<file path="src/rtl/irac_pkg.sv">
// Package for the IR air-conditioner frame decoder.
// Holds the item types, queue entry type, register codes and frame constants.
// No dependencies.
`default_nettype none

package irac_pkg;

    // Intervals at or beyond this position within one frame are ignored.
    localparam int MAX_INTERVALS = 1024;
    localparam int POS_W         = $clog2(MAX_INTERVALS + 1);

    localparam int CFG_DATA_W = 15;
    localparam int CFG_IDX_W  = 1;

    typedef enum logic [CFG_IDX_W-1:0] {
        REG_BIT_THRESHOLD = 1'd0,
        REG_HEADER_SKIP   = 1'd1
    } cfg_reg_t;

    localparam logic [14:0] THRESH_RESET = 15'd800;
    localparam logic [3:0]  SKIP_RESET   = 4'd3;

    localparam logic [9:0] BITS_MAX     = 10'd1023;
    localparam logic [6:0] BYTE_SWING   = 7'd11;
    localparam logic [6:0] BYTE_TEMP    = 7'd13;
    localparam logic [6:0] BYTE_FANMODE = 7'd25;
    localparam logic [6:0] BYTE_POWER   = 7'd27;
    localparam logic [7:0] SWING_CODE   = 8'd129;
    localparam logic [5:0] TEMP_MIN     = 6'd16;
    localparam logic [5:0] TEMP_MAX     = 6'd32;

    localparam int QUEUE_DEPTH = 4;
    localparam int QPTR_W      = $clog2(QUEUE_DEPTH);

    typedef struct packed {
        logic signed [15:0] interval;
        logic               frame_end;
    } interval_item_t;

    typedef struct packed {
        logic       power_on;
        logic [5:0] temperature;
        logic [2:0] fan_level;
        logic       swing_auto;
        logic [3:0] ac_mode;
        logic [9:0] bit_count;
    } frame_result_t;

    // What the front end hands to the back end for one interval.
    typedef struct packed {
        logic has_bit;
        logic bit_val;
        logic last;
    } queue_entry_t;

endpackage

`default_nettype wire

</file>
<file path="src/rtl/ir_aircon_frame_decoder.sv">
// Pulse-distance IR air-conditioner frame decoder, top level.
// Throughput: one interval item per cycle; the input stalls only when the queue
// fills behind a frame end whose result has not been taken yet.
// A frame_end item's result is registered after the item leaves the queue.
// Reset (aresetn low, synchronous) clears the frame state, the queue and
// the result valid flag, and restores bit_threshold to 800 and header_skip to 3.
`default_nettype none

module ir_aircon_frame_decoder import irac_pkg::*; (
    input  wire logic                  aclk,
    input  wire logic                  aresetn,
    // Configuration write port.
    input  wire logic                  cfg_wr_en,
    input  wire logic [CFG_IDX_W-1:0]  cfg_index,
    input  wire logic [CFG_DATA_W-1:0] cfg_wdata,
    // Interval items in.
    input  wire logic                  s_valid,
    output logic                       s_ready,
    input  wire interval_item_t        s_item,
    // Frame results out.
    output logic                       m_valid,
    input  wire logic                  m_ready,
    output frame_result_t              m_item
);

    // The front end decides per interval whether it yields a data bit and
    // whether it closes the frame; only those intervals enter the queue.
    // Classification is combinational, so an accepted item is written into
    // the queue at its accepting edge and read from there by the back end.
    logic         s_accept;
    logic         front_push;
    queue_entry_t front_entry;
    logic         q_full;
    logic         q_not_empty;
    logic         q_pop;
    queue_entry_t q_entry;

    // The front end only stalls when the queue is full, which happens only
    // while a finished result waits on the output and the entries behind the
    // next frame end pile up.
    assign s_ready  = !q_full;
    assign s_accept = s_valid && s_ready;

    irac_front u_front (
        .aclk      (aclk),
        .aresetn   (aresetn),
        .cfg_wr_en (cfg_wr_en),
        .cfg_index (cfg_index),
        .cfg_wdata (cfg_wdata),
        .accept    (s_accept),
        .item      (s_item),
        .push      (front_push),
        .entry     (front_entry)
    );

    irac_queue u_queue (
        .aclk      (aclk),
        .aresetn   (aresetn),
        .push      (front_push),
        .wr_entry  (front_entry),
        .full      (q_full),
        .not_empty (q_not_empty),
        .pop       (q_pop),
        .rd_entry  (q_entry)
    );

    // The back end drains the queue every cycle; it holds only a frame-end
    // entry while the previous result still sits unaccepted on the output.
    irac_back u_back (
        .aclk        (aclk),
        .aresetn     (aresetn),
        .q_not_empty (q_not_empty),
        .q_entry     (q_entry),
        .q_pop       (q_pop),
        .m_valid     (m_valid),
        .m_ready     (m_ready),
        .m_item      (m_item)
    );

endmodule

`default_nettype wire

</file>
<file path="src/rtl/irac_front.sv">
// Front end: holds the configuration registers, counts intervals in the frame
// and turns each accepted interval into a queue entry. Depends on irac_pkg.
`default_nettype none

module irac_front import irac_pkg::*; (
    input  wire logic                  aclk,
    input  wire logic                  aresetn,
    input  wire logic                  cfg_wr_en,
    input  wire logic [CFG_IDX_W-1:0]  cfg_index,
    input  wire logic [CFG_DATA_W-1:0] cfg_wdata,
    input  wire logic                  accept,
    input  wire interval_item_t        item,
    output logic                       push,
    output queue_entry_t               entry
);

    logic [14:0]      thresh_reg;
    logic [3:0]       skip_reg;
    logic [POS_W-1:0] pos_reg, pos_next;
    logic             in_range;
    logic [16:0]      magnitude;

    always_ff @(posedge aclk) begin
        if (!aresetn) begin
            thresh_reg <= THRESH_RESET;
            skip_reg   <= SKIP_RESET;
        end else if (cfg_wr_en) begin
            unique case (cfg_reg_t'(cfg_index))
                REG_BIT_THRESHOLD: thresh_reg <= cfg_wdata[14:0];
                REG_HEADER_SKIP:   skip_reg   <= cfg_wdata[3:0];
                default:           ;
            endcase
        end
    end

    assign in_range  = pos_reg < POS_W'(MAX_INTERVALS);
    // Magnitude of a space; only meaningful when the sign bit is set.
    assign magnitude = 17'h10000 - {1'b0, item.interval};

    always_comb begin
        entry.has_bit = in_range && (pos_reg >= POS_W'(skip_reg)) && item.interval[15];
        entry.bit_val = magnitude >= {2'b00, thresh_reg};
        entry.last    = item.frame_end;
        push          = accept && (entry.has_bit || entry.last);
        pos_next      = pos_reg;
        if (accept) begin
            if (item.frame_end) begin
                pos_next = '0;
            end else if (in_range) begin
                pos_next = pos_reg + POS_W'(1);
            end
        end
    end

    always_ff @(posedge aclk) begin
        if (!aresetn) begin
            pos_reg <= '0;
        end else begin
            pos_reg <= pos_next;
        end
    end

    a_pos_saturates: assert property (@(posedge aclk) disable iff (!aresetn)
        pos_reg <= POS_W'(MAX_INTERVALS))
        else $error("interval position passed its saturation point");

endmodule

`default_nettype wire

</file>
<file path="src/rtl/irac_queue.sv">
// Short queue of decoded entries between the front end and the back end.
// Depends on irac_pkg.
`default_nettype none

module irac_queue import irac_pkg::*; (
    input  wire logic         aclk,
    input  wire logic         aresetn,
    input  wire logic         push,
    input  wire queue_entry_t wr_entry,
    output logic              full,
    output logic              not_empty,
    input  wire logic         pop,
    output queue_entry_t      rd_entry
);

    queue_entry_t         mem [QUEUE_DEPTH];
    logic [QPTR_W-1:0]    wr_ptr_reg, rd_ptr_reg;
    logic [QPTR_W:0]      count_reg;

    assign full      = count_reg == (QPTR_W+1)'(QUEUE_DEPTH);
    assign not_empty = count_reg != '0;
    assign rd_entry  = mem[rd_ptr_reg];

    always_ff @(posedge aclk) begin
        if (push) begin
            mem[wr_ptr_reg] <= wr_entry;
        end
    end

    always_ff @(posedge aclk) begin
        if (!aresetn) begin
            wr_ptr_reg <= '0;
            rd_ptr_reg <= '0;
            count_reg  <= '0;
        end else begin
            if (push) begin
                wr_ptr_reg <= wr_ptr_reg + QPTR_W'(1);
            end
            if (pop) begin
                rd_ptr_reg <= rd_ptr_reg + QPTR_W'(1);
            end
            if (push && !pop) begin
                count_reg <= count_reg + (QPTR_W+1)'(1);
            end else if (pop && !push) begin
                count_reg <= count_reg - (QPTR_W+1)'(1);
            end
        end
    end

    a_no_overflow: assert property (@(posedge aclk) disable iff (!aresetn)
        count_reg <= (QPTR_W+1)'(QUEUE_DEPTH))
        else $error("queue count exceeds depth");

    a_no_pop_empty: assert property (@(posedge aclk) disable iff (!aresetn)
        pop |-> not_empty)
        else $error("queue popped while empty");

endmodule

`default_nettype wire

</file>
<file path="src/rtl/irac_back.sv">
// Back end: packs decoded bits into bytes, keeps the four bytes of interest
// and registers one result per frame end. Depends on irac_pkg.
`default_nettype none

module irac_back import irac_pkg::*; (
    input  wire logic         aclk,
    input  wire logic         aresetn,
    input  wire logic         q_not_empty,
    input  wire queue_entry_t q_entry,
    output logic              q_pop,
    output logic              m_valid,
    input  wire logic         m_ready,
    output frame_result_t     m_item
);

    logic [9:0]    bit_pos_reg, bit_pos_upd;
    logic [7:0]    asm_reg, asm_upd;
    logic [7:0]    swing_reg, swing_upd;
    logic [7:0]    temp_reg, temp_upd;
    logic [7:0]    fanmode_reg, fanmode_upd;
    logic [7:0]    power_reg, power_upd;
    logic          m_valid_reg;
    frame_result_t m_item_reg, result;
    logic          out_free;
    logic          do_bit;
    logic [2:0]    shift;
    logic [6:0]    byte_idx;
    logic [7:0]    asm_new;
    logic [5:0]    temp_raw;

    assign out_free = !m_valid_reg || m_ready;
    assign q_pop    = q_not_empty && (!q_entry.last || out_free);
    assign shift    = bit_pos_reg[2:0];
    assign byte_idx = bit_pos_reg[9:3];
    assign do_bit   = q_pop && q_entry.has_bit && (bit_pos_reg != BITS_MAX);
    assign asm_new  = ((shift == 3'd0) ? 8'd0 : asm_reg) | (8'(q_entry.bit_val) << shift);

    always_comb begin
        bit_pos_upd = bit_pos_reg;
        asm_upd     = asm_reg;
        swing_upd   = swing_reg;
        temp_upd    = temp_reg;
        fanmode_upd = fanmode_reg;
        power_upd   = power_reg;
        if (do_bit) begin
            bit_pos_upd = bit_pos_reg + 10'd1;
            asm_upd     = asm_new;
            if (byte_idx == BYTE_SWING)   swing_upd   = asm_new;
            if (byte_idx == BYTE_TEMP)    temp_upd    = asm_new;
            if (byte_idx == BYTE_FANMODE) fanmode_upd = asm_new;
            if (byte_idx == BYTE_POWER)   power_upd   = asm_new;
        end
    end

    // Result is built from the bytes as they stand after this entry's bit.
    always_comb begin
        temp_raw = temp_upd[7:2];
        result.power_on = power_upd[4];
        priority if (temp_raw > TEMP_MAX) begin
            result.temperature = TEMP_MAX;
        end else if (temp_raw < TEMP_MIN) begin
            result.temperature = TEMP_MIN;
        end else begin
            result.temperature = temp_raw;
        end
        result.fan_level  = fanmode_upd[6:4];
        result.swing_auto = swing_upd == SWING_CODE;
        result.ac_mode    = fanmode_upd[3:0];
        result.bit_count  = bit_pos_upd;
    end

    always_ff @(posedge aclk) begin
        if (!aresetn) begin
            bit_pos_reg <= '0;
            asm_reg     <= '0;
            swing_reg   <= '0;
            temp_reg    <= '0;
            fanmode_reg <= '0;
            power_reg   <= '0;
        end else if (q_pop && q_entry.last) begin
            bit_pos_reg <= '0;
            asm_reg     <= '0;
            swing_reg   <= '0;
            temp_reg    <= '0;
            fanmode_reg <= '0;
            power_reg   <= '0;
        end else begin
            bit_pos_reg <= bit_pos_upd;
            asm_reg     <= asm_upd;
            swing_reg   <= swing_upd;
            temp_reg    <= temp_upd;
            fanmode_reg <= fanmode_upd;
            power_reg   <= power_upd;
        end
    end

    always_ff @(posedge aclk) begin
        if (!aresetn) begin
            m_valid_reg <= 1'b0;
        end else if (q_pop && q_entry.last) begin
            m_valid_reg <= 1'b1;
        end else if (m_ready) begin
            m_valid_reg <= 1'b0;
        end
    end

    always_ff @(posedge aclk) begin
        if (q_pop && q_entry.last) begin
            m_item_reg <= result;
        end
    end

    assign m_valid = m_valid_reg;
    assign m_item  = m_item_reg;

    a_frame_clears: assert property (@(posedge aclk) disable iff (!aresetn)
        (q_pop && q_entry.last) |=> (bit_pos_reg == '0) && (power_reg == '0))
        else $error("frame state not cleared after frame end");

    a_result_shown: assert property (@(posedge aclk) disable iff (!aresetn)
        (q_pop && q_entry.last) |=> m_valid_reg)
        else $error("frame end produced no result");

endmodule

`default_nettype wire
</file>
<file path="config.mk">
export PLATFORM = sky130hd
export DESIGN_NAME = ir_aircon_frame_decoder
export DESIGN_NICKNAME = d
export VERILOG_FILES = /design/src/rtl/irac_pkg.sv /design/src/rtl/ir_aircon_frame_decoder.sv /design/src/rtl/irac_front.sv /design/src/rtl/irac_queue.sv /design/src/rtl/irac_back.sv
export SDC_FILE = /design/constraint.sdc
export NUM_CORES = 1
export LEC_CHECK = 0
export BUFFER_PORTS_ARGS = -buffer_cell sky130_fd_sc_hd__buf_2
export CORE_MARGIN = 1.5
export CORE_UTILIZATION = 45
export DETAILED_ROUTE_END_ITERATION = 8
export GPL_ROUTABILITY_DRIVEN = 0
export HOLD_SLACK_MARGIN = 0.08
export SYNTH_ARGS = -nofsm -noshare
export SYNTH_HDL_FRONTEND = slang
export SYNTH_SLANG_ARGS = --single-unit
</file>
<file path="constraint.sdc">
create_clock -name aclk -period 6.25 [get_ports aclk]
set_input_delay 1.5625 -clock aclk [delete_from_list [all_inputs] [get_ports aclk]]
set_output_delay 1.5625 -clock aclk [all_outputs]
set_load 0.02 [all_outputs]
</file>
-- Word-level counts from Yosys, hierarchy flattened
Memories as Yosys holds them, arrays and structs flattened. A register that Yosys moved wholly into a read port is not among the register bits.
Index checks and enable logic that the tools add are counted.
- flip-flop bits (word level): 109
- memory bits (writable): 12
- bits of input ports: 38
- output and inout bits: 27
- logic and storage cells: 97
- memories kept: 1
- memory list (name ; depth ; bits a word ; read ports ; clocked after memory_dff ; wr ports ; RTL line ; text):
    u_queue.mem ; 4 ; 3 ; 1 ; 1 ; 1 ; irac_queue.sv:16 ; queue_entry_t mem [QUEUE_DEPTH];
- add/sub/neg operators: 7
- magnitude comparators: 5
- equality and inequality tests: 7
- shifts and indexed selects: 1
- muxes and demuxes: 21
- bitwise gates (word level): 3
- reduce and logical (&&, ||, !) cells: 30
- operators by type and width (cell ; number):
    2-to-1 mux 8 bit ; 5
    2-to-1 mux 11 bit ; 2
    >= comparator 17 x 15 -> 1 bit ; 1
    subtractor 17 x 16 -> 17 bit, first input constant ; 1
    equality test 7 x 4 -> 1 bit, second input constant ; 2
    equality test 7 x 5 -> 1 bit, second input constant ; 2
    2-to-1 mux 7 bit ; 2
    adder 11 x 1 -> 11 bit, second input constant ; 1
    >= comparator 11 x 4 -> 1 bit ; 1
    less-than comparator 11 bit, second input constant ; 1
    adder 10 x 1 -> 10 bit, second input constant ; 1
    logical AND 1 bit ; 10
    2-to-1 mux 10 bit ; 1
    2-to-1 mux 5 bit ; 2
    inequality test 10 bit, second input constant ; 1
    AND reduction 2 bit ; 5
    equality test 8 bit, second input constant ; 1
    bitwise OR 8 bit ; 1
    left shift 1 x 3 -> 8 bit ; 1
    greater-than comparator 6 bit, second input constant ; 1
    less-than comparator 6 x 5 -> 1 bit, second input constant ; 1
    2-to-1 mux 3 bit ; 2
    2-to-1 mux 6 bit ; 1
    nonzero test 2 bit ; 3
    other kinds (12) ; 25

-- Depth between registers and ports, before layout
- depth in word-level cells: 9
- depth in mapped cells: 13
- mapped depth without buffers: 13

-- Cells and area by module
A second synthesis with hierarchy kept.
- cells, all modules: 590
- area, all modules: 5748.0 um^2
- modules (own cells, without submodules) (module ; times used ; cells an instance ; area an instance (um^2) ; seq. area each (um^2)):
    irac_back ; 1 ; 283 ; 2899.0 ; 1571.5
    irac_front ; 1 ; 247 ; 1964.4 ; 600.6
    irac_queue ; 1 ; 58 ; 874.6 ; 540.5
    ir_aircon_frame_decoder ; 1 ; 2 ; 10.0 ; 0.0

-- Worst setup path after synthesis
No wires, ideal clock.
- kind: input to register
- start point: input port s_item[9] (netlist bit)
- end point: memory u_queue.mem[0][1] (netlist bit), data pin
- setup time: 288 ps
- arrival: 3534 ps
- data required time: 5962 ps
- path slack: 2428 ps
- stages on the path: 7
- buffers on the path: 0
- cells stage by stage: or4_1 nor4bb_1 xnor2_1 ha_1 and4_1 a211oi_1 o21ai_0
- RTL lines (item ; RTL line ; text):
    start: declaration ; ir_aircon_frame_decoder.sv:19 ; input wire interval_item_t s_item,
    end: declaration ; irac_queue.sv:16 ;

==> flow_summary.toml <==
[route]
post_drt_via_cell_ratio = 5.24
final_antenna_net_count = 0
vias = 4100
initialDrtViolationCount = 285
drt-wirelength-per-cell_um = 13.6
drt-pass1-iter-count = 4
post-route-drc-count = 0
postRouteWirelength_um = 10600

[layout]
final_cell_mix = "dfxtp_1, nand2_1, buf_2, nor2_1, edfxtp_1"
fin_nets = 689
final_layout_size_suffix_gt1_frac = 0.181
mostFrequentLayoutCell = "dfxtp_1"
layout.cell_area.non_filler_mm2 = 0.00661
largest_register_ffs = 25
n_antenna_cell = 0
areaGrowthSynthToFinish_pct = 19.8

[floorplan]
die_width_um = 114
die_h_um = 114
std_cell_rows = 40
die_area_mm2 = 0.0129
start_util = 0.459
core_area_mm2 = 0.0120
io_pins = 65

[clocking]
worst_setup_hold_path_clk_slew_ns = 0.06
cts.repair_timing.setup_buffer_count = 0
num_cts_buffers = 17
clk-insertion-delay-late_ns = 0.42
number_of_buffers_inserted_for_hold_repair_after_clock_tree_synthesis = 0
clk_path_buf_depth = 2
h_tree_level_count = 4
cts_tree = "yes"
post_cts.resized_instances = 0
clkSinkCount = 117
cell_chosen_for_the_clock_root = "clkbuf_16"

[timing]
grt_setup_unrepaired = "no"
period_share = 0.629
setup_viol = 0
final_max_slew_viol_count = 0
worstMarginPinSlew_ns = 1.20
clock_skew_ns = 0.00913
timing.fmax_mhz = 255
rel_slew_slack = 0.199
layout_min_cycle_time_ns = 3.93
fin_ws_ns = 2.32
hold_viol = 0
timing.setup.tns_ns = 0

[flow_run]
max-cap-violations = 0

[global_routing]
grt_usage = 0.178
antenna_violations_before_repair = 0
grt_start_max_net_pins = 41
via_count_of_the_first_global_routing_pass = 4042
grt_first_pass_wirelength_um = 18000
globalRouteOverflowTotal = 0

[critical_path]
worstSetupPathType = "input port to flop"
timing.critical_path.to_type = "flop"
timing.critical_path.arrival_ns = 4.05
worst-endpoint-required_ns = 6.37
regToRegStartpoint = "u_front.pos_reg[0]"
timing.critical_path.fanout_max = 5
cp_cell_sequence = "buf_2, nor4_1, nand2_1, xor2_1, ha_1, a21o_1, a21o_1, a21oi_1, o21ai_0, a211oi_1, o21ai_0"
ff2ff_path_depth = 13
r2r-end = "u_queue.count_reg[2]"
cp_slowest_stage_delay_ns = 0.57
critPathSlowestCell = "nor4_1"
r2r_slack_ns = 2.96
cp-start-kind = "input port"

[placed_design]
place.port_buffers = 64
post-dp-hpwl_um = 7470
post-place-ws_ns = 1.89
placement_cell_area_mm2 = 0.00599

[synthesis]
syn_area_mm2 = 0.00552
largest_family_of_logic_cells_by_synthesized_area = "simple AND/OR/NAND/NOR gates"
postSynthNetCount = 618
synthMuxAreaShare = 0.0657
synth_top_cell_by_area = "dfxtp_1"
synth_edf_count = 37
yosys_reg_bits = 117
yosysSeqAreaShare = 0.491
post_synth_main_area_contributors = "dfxtp_1, edfxtp_1, ha_1"
synthAdderAreaFrac = 0.0671
average_cell_area_after_synthesis_um2 = 10.0
yosysUniqueCellTypes = 53
yosysWarningCount = 0
synthCells = 551
dominantRegCellSynth = "dfxtp_1"
synth-simple-area-share = 0.211
postSynth.asyncResetShare = 0
synth-xor-area-share = 0.0492
synth_compound_gate_area_share = 0.0821
post-synth-top-area-fraction = 0.290

[pwr]
irDropWorstVdd_mv = 0.186
leakage_component_of_the_power_nw = 2.57
p_per_area_mw_per_mm2 = 378

[outcome]
run_status = "finished clean"

[worst_hold_path]
holdCritStartpoint = "u_front.skip_reg[3]"
worst_hold_path.num_cells = 2
timing.hold.worst_endpoint = "u_front.skip_reg[3]"
holdCritPathClass = "flop to flop"
per-layer routing:
layer	GRT usage	vias to the layer above	wire, um
met5	0	-	0
met4	0.0908	0	205
met3	0.0537	19	419
met2	0.305	74	5250
met1	0.202	1936	4770
li1	-	2071	-
layout make-up:
class                           instances  area [um^2]
Clock inverter                         13          154
Tap cell                              147          184
Timing Repair Buffer                   67          343
Inverter                               31          116
Clock buffer                           19          464
Sequential cell                       117         2710
Fill cell                            1101         5400
Multi-Input combinational cell        388         2640
critical path: cells and delay by family:
kind,cells,cell delay [ns]
xor gates and xnor gates,1,0.21
adders and majority gates,1,0.32
AOI/OAI and AO/OA,6,0.99
and+or+nand+nor,2,0.84
buffers and inverters,1,0.12
stage by stage:
step | hold slack [ns] | cells | power (mW) | util
2_1_floorplan | 0.441 | 551 | 1.36 | -
3_3_place_gp | 0.450 | 750 | 1.50 | 0.499
3_5_place_dp | 0.459 | 750 | 1.52 | 0.499
4_1_cts | 0.467 | 782 | 2.53 | 0.550
5_1_grt | 0.488 | 782 | 2.63 | 0.550
6_report | 0.465 | 782 | 2.50 | 0.550
how the worst max path moves through the flow:
stage | start | end | slack (ns)
2_1_floorplan | s_item[9] | u_queue.mem[0][1] | 2.43
3_3_place_gp | s_item[5] | u_queue.mem[2][1] | 2.05
3_5_place_dp | s_item[5] | u_queue.mem[2][1] | 1.89
4_1_cts | s_item[5] | u_queue.mem[0][1] | 2.32
5_1_grt | s_item[5] | u_queue.mem[2][1] | 2.08
6_report | s_item[5] | u_queue.mem[0][1] | 2.32
cell families after synthesis:
family	count (synthesis)
and+or+nand+nor	227
xor gates and xnor gates	31
AOI/OAI and AO/OA	70
muxes	31
buffers and inverters	46
DFF	117
adders and majority gates	29
report_power, final:
part	internal, mW	leakage [nW]	switching, mW
clock	0.656	0.287	0.345
sequential	0.907	0.996	0.0516
combinational	0.192	1.29	0.346
synth_stat cells, types with 15 or more instances:
master     n
a21oi_1   16
o21ai_0   16
dfxtp_1   80
edfxtp_1  37
ha_1      28
nor2_1    48
mux2i_1   22
nand2_1   71
a21boi_0  15
xnor2_1   19
nor2b_1   24
inv_1     31
No activity file was read; power rests on OpenSTA's default activity.
